### config.mk
export PLATFORM = sky130hd
export DESIGN_NAME = gtt_fifo
export DESIGN_NICKNAME = d
export VERILOG_FILES = /design/src/sv/gtt_pkg.sv /design/src/sv/gtt_fifo.sv
export SDC_FILE = /design/constraint.sdc
export NUM_CORES = 1
export LEC_CHECK = 0
export ABC_CLOCK_PERIOD_IN_PS = 10510
export BUFFER_PORTS_ARGS = -buffer_cell sky130_fd_sc_hd__buf_2
export CAP_MARGIN = 20
export CELL_PAD_IN_SITES_DETAIL_PLACEMENT = 1
export CELL_PAD_IN_SITES_GLOBAL_PLACEMENT = 1
export CORE_MARGIN = 1
export CORE_UTILIZATION = 54
export CTS_CLUSTER_DIAMETER = 100
export DETAILED_ROUTE_END_ITERATION = 10
export GPL_TIMING_DRIVEN = 0
export PLACE_DENSITY = 0.94
export SLEW_MARGIN = 15
export SYNTH_ARGS = -nofsm -noshare
export SYNTH_HDL_FRONTEND = slang
export SYNTH_SLANG_ARGS = --single-unit
### constraint.sdc
create_clock -name clk_i -period 10.51 [get_ports clk_i]
set_input_delay 0 -clock clk_i [delete_from_list [all_inputs] [get_ports clk_i]]
set_output_delay 0 -clock clk_i [all_outputs]
set_load 0.02 [all_outputs]
### src/sv/gtt_pkg.sv
package gtt_pkg;

  // vertex and triangle layout, element [v][c] at bit (3*v+c)*16
  typedef logic [15:0] coord_t;
  typedef coord_t [2:0] vtx_t;
  typedef vtx_t [2:0] corners_t;

  // one leaf triangle in flight between front and back
  typedef struct packed {
    logic     last;
    corners_t corners;
  } leaf_t;

  localparam int unsigned FIFO_DEPTH = 4;
  localparam int unsigned FIFO_AW    = 2;

  // register indexes
  localparam logic CFG_DEPTH  = 1'b0;
  localparam logic CFG_RADIUS = 1'b1;

  // child selection codes
  localparam logic [1:0] CHILD_CORNER0 = 2'd0;
  localparam logic [1:0] CHILD_CORNER1 = 2'd1;
  localparam logic [1:0] CHILD_CORNER2 = 2'd2;
  localparam logic [1:0] CHILD_MIDDLE  = 2'd3;

  localparam logic [1:0] DEPTH_RESET  = 2'd3;
  localparam logic [14:0] RADIUS_RESET = 15'd13107;

  typedef enum logic [1:0] {
    F_IDLE,
    F_SPLIT,
    F_PUSH
  } front_state_e;

  typedef enum logic [2:0] {
    N_IDLE,
    N_SQ,
    N_MUL1,
    N_MUL2,
    N_ITER,
    N_NEXT,
    N_DONE
  } norm_state_e;

  // floored midpoint: 17-bit sum shifted right arithmetically
  function automatic coord_t mid(coord_t a, coord_t b);
    logic [16:0] s;
    s = {a[15], a} + {b[15], b};
    return s[16:1];
  endfunction

  // cut a triangle and keep one of its four children
  function automatic corners_t split(corners_t t, logic [1:0] child);
    vtx_t     m01, m12, m20;
    corners_t n;
    for (int i = 0; i < 3; i++) begin
      m01[i] = mid(t[0][i], t[1][i]);
      m12[i] = mid(t[1][i], t[2][i]);
      m20[i] = mid(t[2][i], t[0][i]);
    end
    case (child)
      CHILD_CORNER0: begin n[0] = t[0]; n[1] = m01; n[2] = m20; end
      CHILD_CORNER1: begin n[0] = t[1]; n[1] = m12; n[2] = m01; end
      CHILD_CORNER2: begin n[0] = t[2]; n[1] = m20; n[2] = m12; end
      default:       begin n[0] = m01;  n[1] = m12; n[2] = m20; end
    endcase
    return n;
  endfunction

endpackage

### src/sv/gtt_fifo.sv
module gtt_fifo (
  input  logic           clk_i,
  input  logic           rst_ni,
  input  logic           push_i,
  input  gtt_pkg::leaf_t data_i,
  output logic           full_o,
  input  logic           pop_i,
  output logic           valid_o,
  output gtt_pkg::leaf_t data_o
);

  gtt_pkg::leaf_t                  mem_q [gtt_pkg::FIFO_DEPTH];
  logic [gtt_pkg::FIFO_AW-1:0]     wptr_q, rptr_q;
  logic [gtt_pkg::FIFO_AW:0]       cnt_q;

  assign full_o  = (cnt_q == (gtt_pkg::FIFO_AW+1)'(gtt_pkg::FIFO_DEPTH));
  assign valid_o = (cnt_q != '0);
  assign data_o  = mem_q[rptr_q];

  // pointers and fill count
  always_ff @(posedge clk_i or negedge rst_ni) begin
    if (!rst_ni) begin
      wptr_q <= '0;
      rptr_q <= '0;
      cnt_q  <= '0;
    end else begin
      if (push_i) wptr_q <= wptr_q + 1'b1;
      if (pop_i)  rptr_q <= rptr_q + 1'b1;
      cnt_q <= cnt_q + (gtt_pkg::FIFO_AW+1)'(push_i) - (gtt_pkg::FIFO_AW+1)'(pop_i);
    end
  end

  // storage
  always_ff @(posedge clk_i) begin
    if (push_i) mem_q[wptr_q] <= data_i;
  end

endmodule

==> flow_metrics.py <==
metrics = {
    "worst_hold_path": {
        "hp-start": "data_i[138]",
        "hold_class": "input pin to flop",
    },
    "die": {
        "io_pins": 296,
        "num_rows": 72,
        "fp.dieH_um": 201,
        "initial_core_util": 0.551,
        "core_um2": 38900,
        "die_x_um": 201,
        "dieArea_um2": 40500,
    },
    "placed_design": {
        "post-place-cells": 1618,
        "dpl.hpwl_mm": 30.9,
        "place_area_um2": 23900,
        "gp_congestion": 0.706,
        "dp_slack_ns": 8.26,
        "io_buffers": 295,
    },
    "power_and_ir_drop": {
        "power.density_nw_per_um2": 292,
        "irDropWorstVdd_uv": 175,
        "leakage_nw": 9.48,
        "finalPower_w": 0.00797,
    },
    "cells_and_area": {
        "layout.nets": 1464,
        "fill_cells": 3065,
        "design_area_um2": 27300,
        "drive_gt1_frac": 0.423,
        "fin_cells": 1876,
        "area_growth_pct": 27.3,
    },
    "route": {
        "drt_wl_total_mm": 55.5,
        "first_pass_iters": 5,
        "wl_per_cell_um": 29.6,
        "ant_nets": 0,
        "drt_iter0_drc": 749,
        "drc": 0,
        "vias": 10700,
        "vias_per_cell": 5.72,
    },
    "synthesis": {
        "yosysTopAreaCell": "edfxtp_1",
        "synth-async-reset-ratio": 0.0119,
        "yosys_most_used_dff": "edfxtp_1",
        "syn_avg_cell_area_um2": 27.1,
        "ys_seq_elements": 587,
        "yosys-top-cells-area": "edfxtp_1 81%, mux4_2 15%, buf_12 1.0%, dfrtp_1 0.82%, buf_2 0.35%",
        "ys_top_cells_by_count": "580 x edfxtp_1, 145 x mux4_2, 15 x buf_2",
        "synth_cell_types": 18,
        "synth_most_common_cell": "edfxtp_1",
        "synth_top_cell_area_share": 0.813,
        "synthCells": 792,
        "synth-edff-count": 580,
        "seq_area_frac_synth": 0.821,
        "synth_nets": 948,
        "ys.warnings.count": 0,
        "syn-cell-area_um2": 21400,
    },
    "timing": {
        "rsz0062_at_grt": "no",
        "hold_violations": 0,
        "fin_skew_ns": 0.0138,
        "finalWorstSetupSlack_ns": 7.76,
        "fmax_mhz": 364,
        "finalCritPeriodShare": 0.261,
        "relSlewSlack": 0.355,
        "finalSetupTns_ns": 0,
        "min_period_ns": 2.75,
        "tightest_slew_ns": 0.968,
        "setup_viol": 0,
        "slew_viol_final": 0,
    },
    "critical_path": {
        "arrival_ns": 2.75,
        "start_kind": "flop",
        "crit_start": "rptr_q[1]",
        "required_ns": 10.51,
        "cp-end-kind": "output pin",
        "rr_startpoint": "wptr_q[0]",
        "critPathKind": "flop to output pin",
        "worst-path-max-fanout": 11,
    },
    "outcome": {
        "status": "complete, no violations",
    },
    "clock_tree": {
        "cts_root_buf": "clkbuf_16",
        "h-tree-depth": 2,
        "cts_buffers": 57,
        "path_clk_slew_ns": 0.07,
        "clk_latency_ns": 0.60,
        "post-cts-setup-buffer-count": 0,
        "clock_path_buffers": 3,
        "tritoncts": "built",
        "cts_sinks": 587,
    },
    "global_route": {
        "grt_antenna_before_repair": 7,
        "gr-total-overflow": 0,
        "grt_max_degree": 45,
        "grt_pass1_wl_mm": 81.6,
        "grt_usage": 0.282,
        "grt_pass1_vias": 12300,
    },
    "flow_run": {
        "drv_cap": 0,
    },
}
cell type report:
class / count / area, um2 / area share
Sequential cell: 587 / 17600 / 0.645
Clock buffer: 71 / 1550 / 0.0569
Inverter: 6 / 22.5 / 0.000826
Timing Repair Buffer: 457 / 3280 / 0.120
Antenna cell: 6 / 15.0 / 0.000550
Tap cell: 518 / 648 / 0.0238
Clock inverter: 32 / 343 / 0.0126
Multi-Input combinational cell: 166 / 3460 / 0.127
Buffer: 33 / 363 / 0.0133
repair_timing:
action	4_1_cts	5_1_grt
hold buffers	149	0
gates resized for setup	0	0
hold endpoints to repair	592	0
endpoints found under the setup margin	0	0
final timing paths:
| check | end | slack, ns | cells after the start |
|---|---|---|---|
| setup / recovery | data_o[60] | 7.76 | 4 |
| hold / removal | mem_q[0][138] | 0.16 | 2 |
| setup reg to reg | mem_q[2][63] | 8.28 | 5 |
| hold reg to reg | wptr_q[0] | 0.56 | 1 |
| max in group asynchronous | cnt_q[1] | 9.83 | 3 |
| min in group asynchronous | cnt_q[0] | 0.37 | 3 |
power by group:
part / leakage, nW / total (W) / internal (W) / switching, W
clock: 0.904 / 0.00209 / 0.00121 / 0.000878
combinational: 3.16 / 0.00268 / 0.00109 / 0.00159
sequential: 5.41 / 0.00320 / 0.00306 / 0.000137
total: 9.48 / 0.00797 / 0.00536 / 0.00261
cell families (layout without fill, tap and decap cells):
logic type                 count (synthesis)  in the layout  synth area share
other                                      0              6                 0
DFF                                      587            587             0.821
muxes                                    145            145             0.152
and+or+nand+nor                            8              8           0.00210
adders and majority gates                  7              7           0.00444
xor gates and xnor gates                   5              5           0.00204
buffers and inverters                     39            599            0.0180
AOI/OAI and AO/OA                          1              1          0.000233
placed cells by master, fill, tap and decap left out, drive strengths merged:
cell,Yosys,final
or3,1,1
buf,32,340
clkinv,0,17
clkinvlp,0,7
nand2,2,2
ha,6,6
o21ai,1,1
inv,6,7
edfxtp,580,580
dlygate4sd3,0,149
clkbuf,1,72
and3,1,1
and2,4,4
diode,0,6
xor2,2,2
bufinv,0,7
dfrtp,7,7
xnor2,3,3
mux4,145,145
fa,1,1
flip-flops by register name (all words and copies together) (netlist names):
| signal | count |
|---|---|
| mem_q | 580 |
| cnt_q | 3 |
| wptr_q | 2 |
| rptr_q | 2 |
per-layer routing:
| metal | share of wire | up-vias | GRT usage |
|---|---|---|---|
| met3 | 0.065 | 97 | 0.0577 |
| met2 | 0.54 | 476 | 0.501 |
| li1 | - | 4485 | - |
| met4 | 0.030 | 2 | 0.101 |
| met5 | 0.00023 | - | 0 |
| met1 | 0.37 | 5678 | 0.343 |
worst max-delay path, stage by stage, from the launching register on:
cell,delay [ns]
dfrtp_1,0.34
clkbuf_1,0.72
buf_2,0.48
mux4_2,0.40
buf_2,0.19
per-stage QoR:
stage	hold WS, ns	util
detailed placement	-0.148	0.614
global placement	-0.159	0.605
floorplan	-0.296	-
CTS	0.113	0.701
global route	0.148	0.701
finish	0.158	0.701
(Power assumes the default switching activity.)
