<file path="config.mk">
export PLATFORM = sky130hd
export DESIGN_NAME = gtt_norm
export DESIGN_NICKNAME = d
export VERILOG_FILES = /design/src/sv/gtt_pkg.sv /design/src/sv/gtt_norm.sv
export SDC_FILE = /design/constraint.sdc
export NUM_CORES = 2
export LEC_CHECK = 0
export ABC_CLOCK_PERIOD_IN_PS = 10350
export BUFFER_PORTS_ARGS = -buffer_cell sky130_fd_sc_hd__buf_2
export CAP_MARGIN = 20
export CORE_MARGIN = 2
export CORE_UTILIZATION = 40
export CTS_CLUSTER_DIAMETER = 40
export CTS_CLUSTER_SIZE = 8
export DETAILED_ROUTE_END_ITERATION = 10
export GPL_ROUTABILITY_DRIVEN = 1
export PLACE_DENSITY_LB_ADDON = 0.2
export SLEW_MARGIN = 25
export SYNTH_ARGS = -nofsm -noshare
export SYNTH_HDL_FRONTEND = slang
export SYNTH_SLANG_ARGS = --single-unit
</file>
<file path="constraint.sdc">
create_clock -name clk_i -period 10.35 [get_ports clk_i]
set_input_delay 1.5525 -clock clk_i [delete_from_list [all_inputs] [get_ports clk_i]]
set_output_delay 1.5525 -clock clk_i [all_outputs]
set_load 0.02 [all_outputs]
</file>
<file path="src/sv/gtt_pkg.sv">
package gtt_pkg;

  // vertex and triangle layout, element [v][c] at bit (3*v+c)*16
  typedef logic [15:0] coord_t;
  typedef coord_t [2:0] vtx_t;
  typedef vtx_t [2:0] corners_t;

  // one leaf triangle in flight between front and back
  typedef struct packed {
    logic     last;
    corners_t corners;
  } leaf_t;

  localparam int unsigned FIFO_DEPTH = 4;
  localparam int unsigned FIFO_AW    = 2;

  // register indexes
  localparam logic CFG_DEPTH  = 1'b0;
  localparam logic CFG_RADIUS = 1'b1;

  // child selection codes
  localparam logic [1:0] CHILD_CORNER0 = 2'd0;
  localparam logic [1:0] CHILD_CORNER1 = 2'd1;
  localparam logic [1:0] CHILD_CORNER2 = 2'd2;
  localparam logic [1:0] CHILD_MIDDLE  = 2'd3;

  localparam logic [1:0] DEPTH_RESET  = 2'd3;
  localparam logic [14:0] RADIUS_RESET = 15'd13107;

  typedef enum logic [1:0] {
    F_IDLE,
    F_SPLIT,
    F_PUSH
  } front_state_e;

  typedef enum logic [2:0] {
    N_IDLE,
    N_SQ,
    N_MUL1,
    N_MUL2,
    N_ITER,
    N_NEXT,
    N_DONE
  } norm_state_e;

  // floored midpoint: 17-bit sum shifted right arithmetically
  function automatic coord_t mid(coord_t a, coord_t b);
    logic [16:0] s;
    s = {a[15], a} + {b[15], b};
    return s[16:1];
  endfunction

  // cut a triangle and keep one of its four children
  function automatic corners_t split(corners_t t, logic [1:0] child);
    vtx_t     m01, m12, m20;
    corners_t n;
    for (int i = 0; i < 3; i++) begin
      m01[i] = mid(t[0][i], t[1][i]);
      m12[i] = mid(t[1][i], t[2][i]);
      m20[i] = mid(t[2][i], t[0][i]);
    end
    case (child)
      CHILD_CORNER0: begin n[0] = t[0]; n[1] = m01; n[2] = m20; end
      CHILD_CORNER1: begin n[0] = t[1]; n[1] = m12; n[2] = m01; end
      CHILD_CORNER2: begin n[0] = t[2]; n[1] = m20; n[2] = m12; end
      default:       begin n[0] = m01;  n[1] = m12; n[2] = m20; end
    endcase
    return n;
  endfunction

endpackage

</file>
<file path="src/sv/gtt_norm.sv">
module gtt_norm (
  input  logic              clk_i,
  input  logic              rst_ni,
  input  logic [14:0]       radius_i,
  input  logic              leaf_valid_i,
  input  gtt_pkg::leaf_t    leaf_i,
  output logic              pop_o,
  output logic              out_valid_o,
  input  logic              out_ready_i,
  output gtt_pkg::corners_t out_corners_o,
  output logic              out_zero_o,
  output logic              out_last_o
);

  gtt_pkg::norm_state_e state_q, state_d;
  gtt_pkg::leaf_t       leaf_q;
  gtt_pkg::corners_t    res_q;
  logic                 zero_q;
  logic [1:0]           vi_q, ci_q;
  logic [31:0]          s_q;
  logic [30:0]          num_q;
  logic [61:0]          num2_q;
  logic [63:0]          p_q;
  logic [46:0]          qs_q;
  logic [14:0]          q_q;
  logic [3:0]           b_q;
  logic                 out_valid_q;

  gtt_pkg::coord_t      c;
  logic signed [31:0]   sq;
  logic [31:0]          s_next;
  logic [15:0]          mag;
  logic [63:0]          t_sum;
  logic                 take;
  logic                 out_free;

  assign c      = leaf_q.corners[vi_q][ci_q];
  assign sq     = $signed(c) * $signed(c);
  assign s_next = s_q + 32'(sq);
  assign mag    = c[15] ? 16'(~c + 16'd1) : c;

  // trial square of the next candidate bit, built from running sums
  assign t_sum = p_q + ({17'b0, qs_q} << (b_q + 4'd1)) + ({32'b0, s_q} << {b_q, 1'b0});
  assign take  = (t_sum <= {2'b0, num2_q});

  assign out_free = !out_valid_q || out_ready_i;

  // next state
  always_comb begin
    state_d = state_q;
    unique case (state_q)
      gtt_pkg::N_IDLE: if (leaf_valid_i) state_d = gtt_pkg::N_SQ;
      gtt_pkg::N_SQ: begin
        if (ci_q == 2'd2) begin
          if (s_next != '0)       state_d = gtt_pkg::N_MUL1;
          else if (vi_q == 2'd2)  state_d = gtt_pkg::N_DONE;
        end
      end
      gtt_pkg::N_MUL1: state_d = gtt_pkg::N_MUL2;
      gtt_pkg::N_MUL2: state_d = gtt_pkg::N_ITER;
      gtt_pkg::N_ITER: if (b_q == 4'd0) state_d = gtt_pkg::N_NEXT;
      gtt_pkg::N_NEXT: begin
        if (ci_q != 2'd2)       state_d = gtt_pkg::N_MUL1;
        else if (vi_q == 2'd2)  state_d = gtt_pkg::N_DONE;
        else                    state_d = gtt_pkg::N_SQ;
      end
      gtt_pkg::N_DONE: if (out_free) state_d = gtt_pkg::N_IDLE;
      default: state_d = gtt_pkg::N_IDLE;
    endcase
  end

  // outputs
  always_comb begin
    pop_o         = (state_q == gtt_pkg::N_IDLE) && leaf_valid_i;
    out_valid_o   = out_valid_q;
  end

  always_ff @(posedge clk_i or negedge rst_ni) begin
    if (!rst_ni) begin
      state_q     <= gtt_pkg::N_IDLE;
      out_valid_q <= 1'b0;
    end else begin
      state_q <= state_d;
      if (state_q == gtt_pkg::N_DONE && out_free) out_valid_q <= 1'b1;
      else if (out_ready_i)                       out_valid_q <= 1'b0;
    end
  end

  // datapath
  always_ff @(posedge clk_i) begin
    unique case (state_q)
      gtt_pkg::N_IDLE: begin
        leaf_q <= leaf_i;
        zero_q <= 1'b0;
        vi_q   <= '0;
        ci_q   <= '0;
        s_q    <= '0;
      end
      gtt_pkg::N_SQ: begin
        s_q <= s_next;
        if (ci_q == 2'd2) begin
          ci_q <= '0;
          if (s_next == '0) begin
            res_q[vi_q] <= '0;
            zero_q      <= 1'b1;
            vi_q        <= vi_q + 2'd1;
            s_q         <= '0;
          end
        end else begin
          ci_q <= ci_q + 2'd1;
        end
      end
      gtt_pkg::N_MUL1: num_q <= 31'(mag) * 31'(radius_i);
      gtt_pkg::N_MUL2: begin
        num2_q <= num_q * num_q;
        p_q    <= '0;
        qs_q   <= '0;
        q_q    <= '0;
        b_q    <= 4'd14;
      end
      gtt_pkg::N_ITER: begin
        if (take) begin
          p_q  <= t_sum;
          qs_q <= qs_q + (47'(s_q) << b_q);
          q_q  <= q_q | (15'd1 << b_q);
        end
        b_q <= b_q - 4'd1;
      end
      gtt_pkg::N_NEXT: begin
        res_q[vi_q][ci_q] <= c[15] ? 16'(~{1'b0, q_q} + 16'd1) : {1'b0, q_q};
        if (ci_q == 2'd2) begin
          ci_q <= '0;
          vi_q <= vi_q + 2'd1;
          s_q  <= '0;
        end else begin
          ci_q <= ci_q + 2'd1;
        end
      end
      gtt_pkg::N_DONE: begin
        if (out_free) begin
          out_corners_o <= res_q;
          out_zero_o    <= zero_q;
          out_last_o    <= leaf_q.last;
        end
      end
      default: ;
    endcase
  end

endmodule

</file>
==> results.cfg <==
[routing]
ant_nets = 0
wl_per_cell_um = 20.9
first_iter_violations = 4479
drc_errors = 0
first_pass_iters = 6
dr_total_vias = 59600
routed_via_density = 5.22
finalWirelength_um = 239000

[global_routing]
grt-ovfl-total = 0
grt_pass1_wl_um = 371000
gr-usage-all-layers = 0.228
first_global_vias = 63000
grt_max_degree = 111
grt_antenna_before_repair = 9

[die]
start_util = 0.403
fp.dieW_um = 461
ios = 312
row_count = 167
core_region_area_sq_um = 207000
die_area_sq_um = 212000
die_h_um = 461

[cts]
cts_num_sinks = 698
cts_max_level = 3
cts_root_buf = clkbuf_16
clock_latency_ns = 0.78
cts_hold_buf = 0
clk_pin_slew_ns = 0.05
clock_path_buffers = 3
cts_tree = built
numCtsBuffers = 118

[worst_setup_path]
cp_common_cell = fa_1
worstPathRequired_ns = 10.78
crit_arrival_ns = 10.30
cp_max_fo = 13
criticalPathCategory = reg2reg
critPathCaptureType = flop
cp-start-kind = flop
slowest_stage = edfxtp_1
cp_slowest_stage_delay_ns = 0.60

[run_status]
status = complete, no violations

[sta]
drv_slew = 0
fmax_ghz = 0.101
tightest_slew_ns = 1.07
holdWs_ns = 0.420
rsz0062_at_grt = no
fin_crit_sh = 0.954
setup_violations = 0
tns_ns = 0
fin_crit_ns = 9.87
finalClockSkew_ns = 0.0837
timing.slew.headroom = 0.283
finalHoldViolCount = 0

[layout]
syn_to_final_growth_pct = 11.2
nNetsFinal = 10600
drive_gt1_frac = 0.0930
regArea_sq_um = 20900
fin_util = 0.448
multi_input_area_sq_um = 55400
num-fill-cells = 19900

[placed_design]
io_buffers = 311
gp_congestion = 0.942
hpwl_um = 194000

[synth]
synth_top_flop_cell = edfxtp_1
yosysSeqAreaShare = 0.251
syn_nets = 10300
avgSynthCellArea_sq_um = 10.1
ys.warnings.count = 0
syn_inst = 8272
synth-seq-cells = 698
yosysTopAreaCellShare = 0.303
netlist.top_cell.by_area = fa_1
syn-cell-area_sq_um = 83500
synth_cell_types = 88
synth.area.top_cells = fa_1 (30%), edfxtp_1 (25%), ha_1 (9.6%)
synth-async-reset-ratio = 0.00573
synth_edf_count = 694

[run]
drv_cap = 0

[hold_path]
min_path_type = reg2reg
==> cell type report <==
cell class / count / share of cell area
repair buffers: 498 / 0.0343
multi-input cells: 5644 / 0.598
clock inverters: 44 / 0.00623
diodes: 5 / 0.000135
flip-flops and latches: 698 / 0.226
inverters: 1612 / 0.0653
well taps: 2788 / 0.0376
clock buffers: 143 / 0.0332
==> worst paths after layout <==
path,start,end,slack (ns),cells past startpoint
min in group asynchronous,rst_ni,out_valid_o,0.61,1
setup / recovery,vi_q[0],res_q[26],0.48,29
hold reg to reg,zero_q,out_zero_o,0.42,0
setup reg to reg,vi_q[0],res_q[26],0.48,29
hold / removal,zero_q,out_zero_o,0.42,0
max in group asynchronous,rst_ni,state_q[0],9.59,1
==> synthesized netlist by cell type, types with 9 or more instances <==
| cell | instances |
|---|---|
| o21ai_0 | 366 |
| nor3_1 | 66 |
| clkbuf_1 | 281 |
| edfxtp_1 | 694 |
| mux4_2 | 44 |
| a22oi_1 | 14 |
| o22ai_1 | 11 |
| fa_1 | 1263 |
| nand2b_1 | 58 |
| nor4_1 | 12 |
| xnor2_1 | 169 |
| buf_2 | 11 |
| nor2b_1 | 38 |
| or2_2 | 20 |
| o31ai_1 | 24 |
| a211oi_1 | 40 |
| nor2_1 | 485 |
| nand3_1 | 59 |
| a21oi_1 | 327 |
| o211ai_1 | 18 |
| or3_1 | 23 |
| o2bb2ai_1 | 9 |
| and2_1 | 405 |
| ha_1 | 642 |
| clkinv_1 | 12 |
| buf_1 | 21 |
| a21o_1 | 135 |
| xor2_1 | 95 |
| nand2_1 | 832 |
| a31oi_1 | 31 |
| inv_1 | 1597 |
| nand4_1 | 41 |
| mux2_2 | 29 |
| a221oi_1 | 11 |
| a21boi_0 | 10 |
| o21a_1 | 34 |
| and3_1 | 34 |
| mux2i_1 | 138 |
| o21bai_1 | 37 |
==> critical path: cells and delay by family, from the launching register on <==
kind                     cells  cell delay [ns]
AND/OR/NAND/NOR              9             3.15
AO/OA/AOI/OAI                3             0.68
flip-flops                   1             0.60
XOR/XNOR                     1             0.15
buffers and inverters        9             1.46
adder cells (fa/ha/maj)      7             3.46
==> cells by family (layout without fill, tap and decap cells) <==
| family | Yosys count | count (layout) | synth area share |
|---|---|---|---|
| compound gates | 1156 | 1156 | 0.0848 |
| xor+xnor | 265 | 265 | 0.0280 |
| fa+ha+maj | 1905 | 1905 | 0.399 |
| buf+inv | 1930 | 2297 | 0.0873 |
| flops | 698 | 698 | 0.251 |
| mux | 211 | 211 | 0.0323 |
| other cells | 0 | 5 | 0 |
| simple gates | 2107 | 2107 | 0.118 |
==> stage by stage <==
step                area (sq um)  setup slack, ns  instances
detailed placement         89000            0.311      11200
floorplan                  83500            0.254       8272
CTS                        92700            0.277      11400
global route               92800           0.0920      11400
finish                     92800            0.479      11400
global placement           88900            0.483      11200
==> state kept, by name, summed over array words and instances, names as in the netlist <==
name           count
p_q               64
zero_q             1
vi_q               2
ci_q               2
out_zero_o         1
q_q               15
b_q                4
out_corners_o    144
s_q               32
res_q            144
qs_q              47
leaf_q           145
num_q             31
state_q            3
num2_q            61
out_valid_o        1
out_last_o         1
==> placed cells by master, fill, tap and decap left out, types with 14 or more instances in the layout <==
cell type  count
inv_1       1596
fa_1        1263
nand2_1      832
edfxtp_1     694
ha_1         641
nor2_1       480
and2_1       405
o21ai_0      365
a21oi_1      326
buf_2        311
buf_4        170
xnor2_1      164
mux2i_1      138
a21o_1       135
clkbuf_16    118
xor2_1        94
nor3_1        66
nand3_1       59
nand2b_1      57
mux4_2        44
nand4_1       41
a211oi_1      39
nor2b_1       38
o21bai_1      37
o21a_1        34
and3_1        33
a31oi_1       31
mux2_2        29
o31ai_1       24
or3_1         23
clkinv_1      22
clkbuf_1      22
or2_2         20
o211ai_1      18
a22oi_1       14
==> per-layer routing <==
layer | wire length (um) | track usage
met1 | 106000 | 0.322
met2 | 111000 | 0.367
met3 | 14100 | 0.0279
met4 | 7080 | 0.0672
met5 | 30 | 0
==> timing repair <==
item / 4_1_cts / 5_1_grt
setup endpoints to repair: 0 / 142
setup buffers: 0 / 4
gates resized for setup: 0 / 5
Power is left out: the tool's default activity adds up to more than one toggle a clock period on the data nets, which glitch-free logic cannot reach.
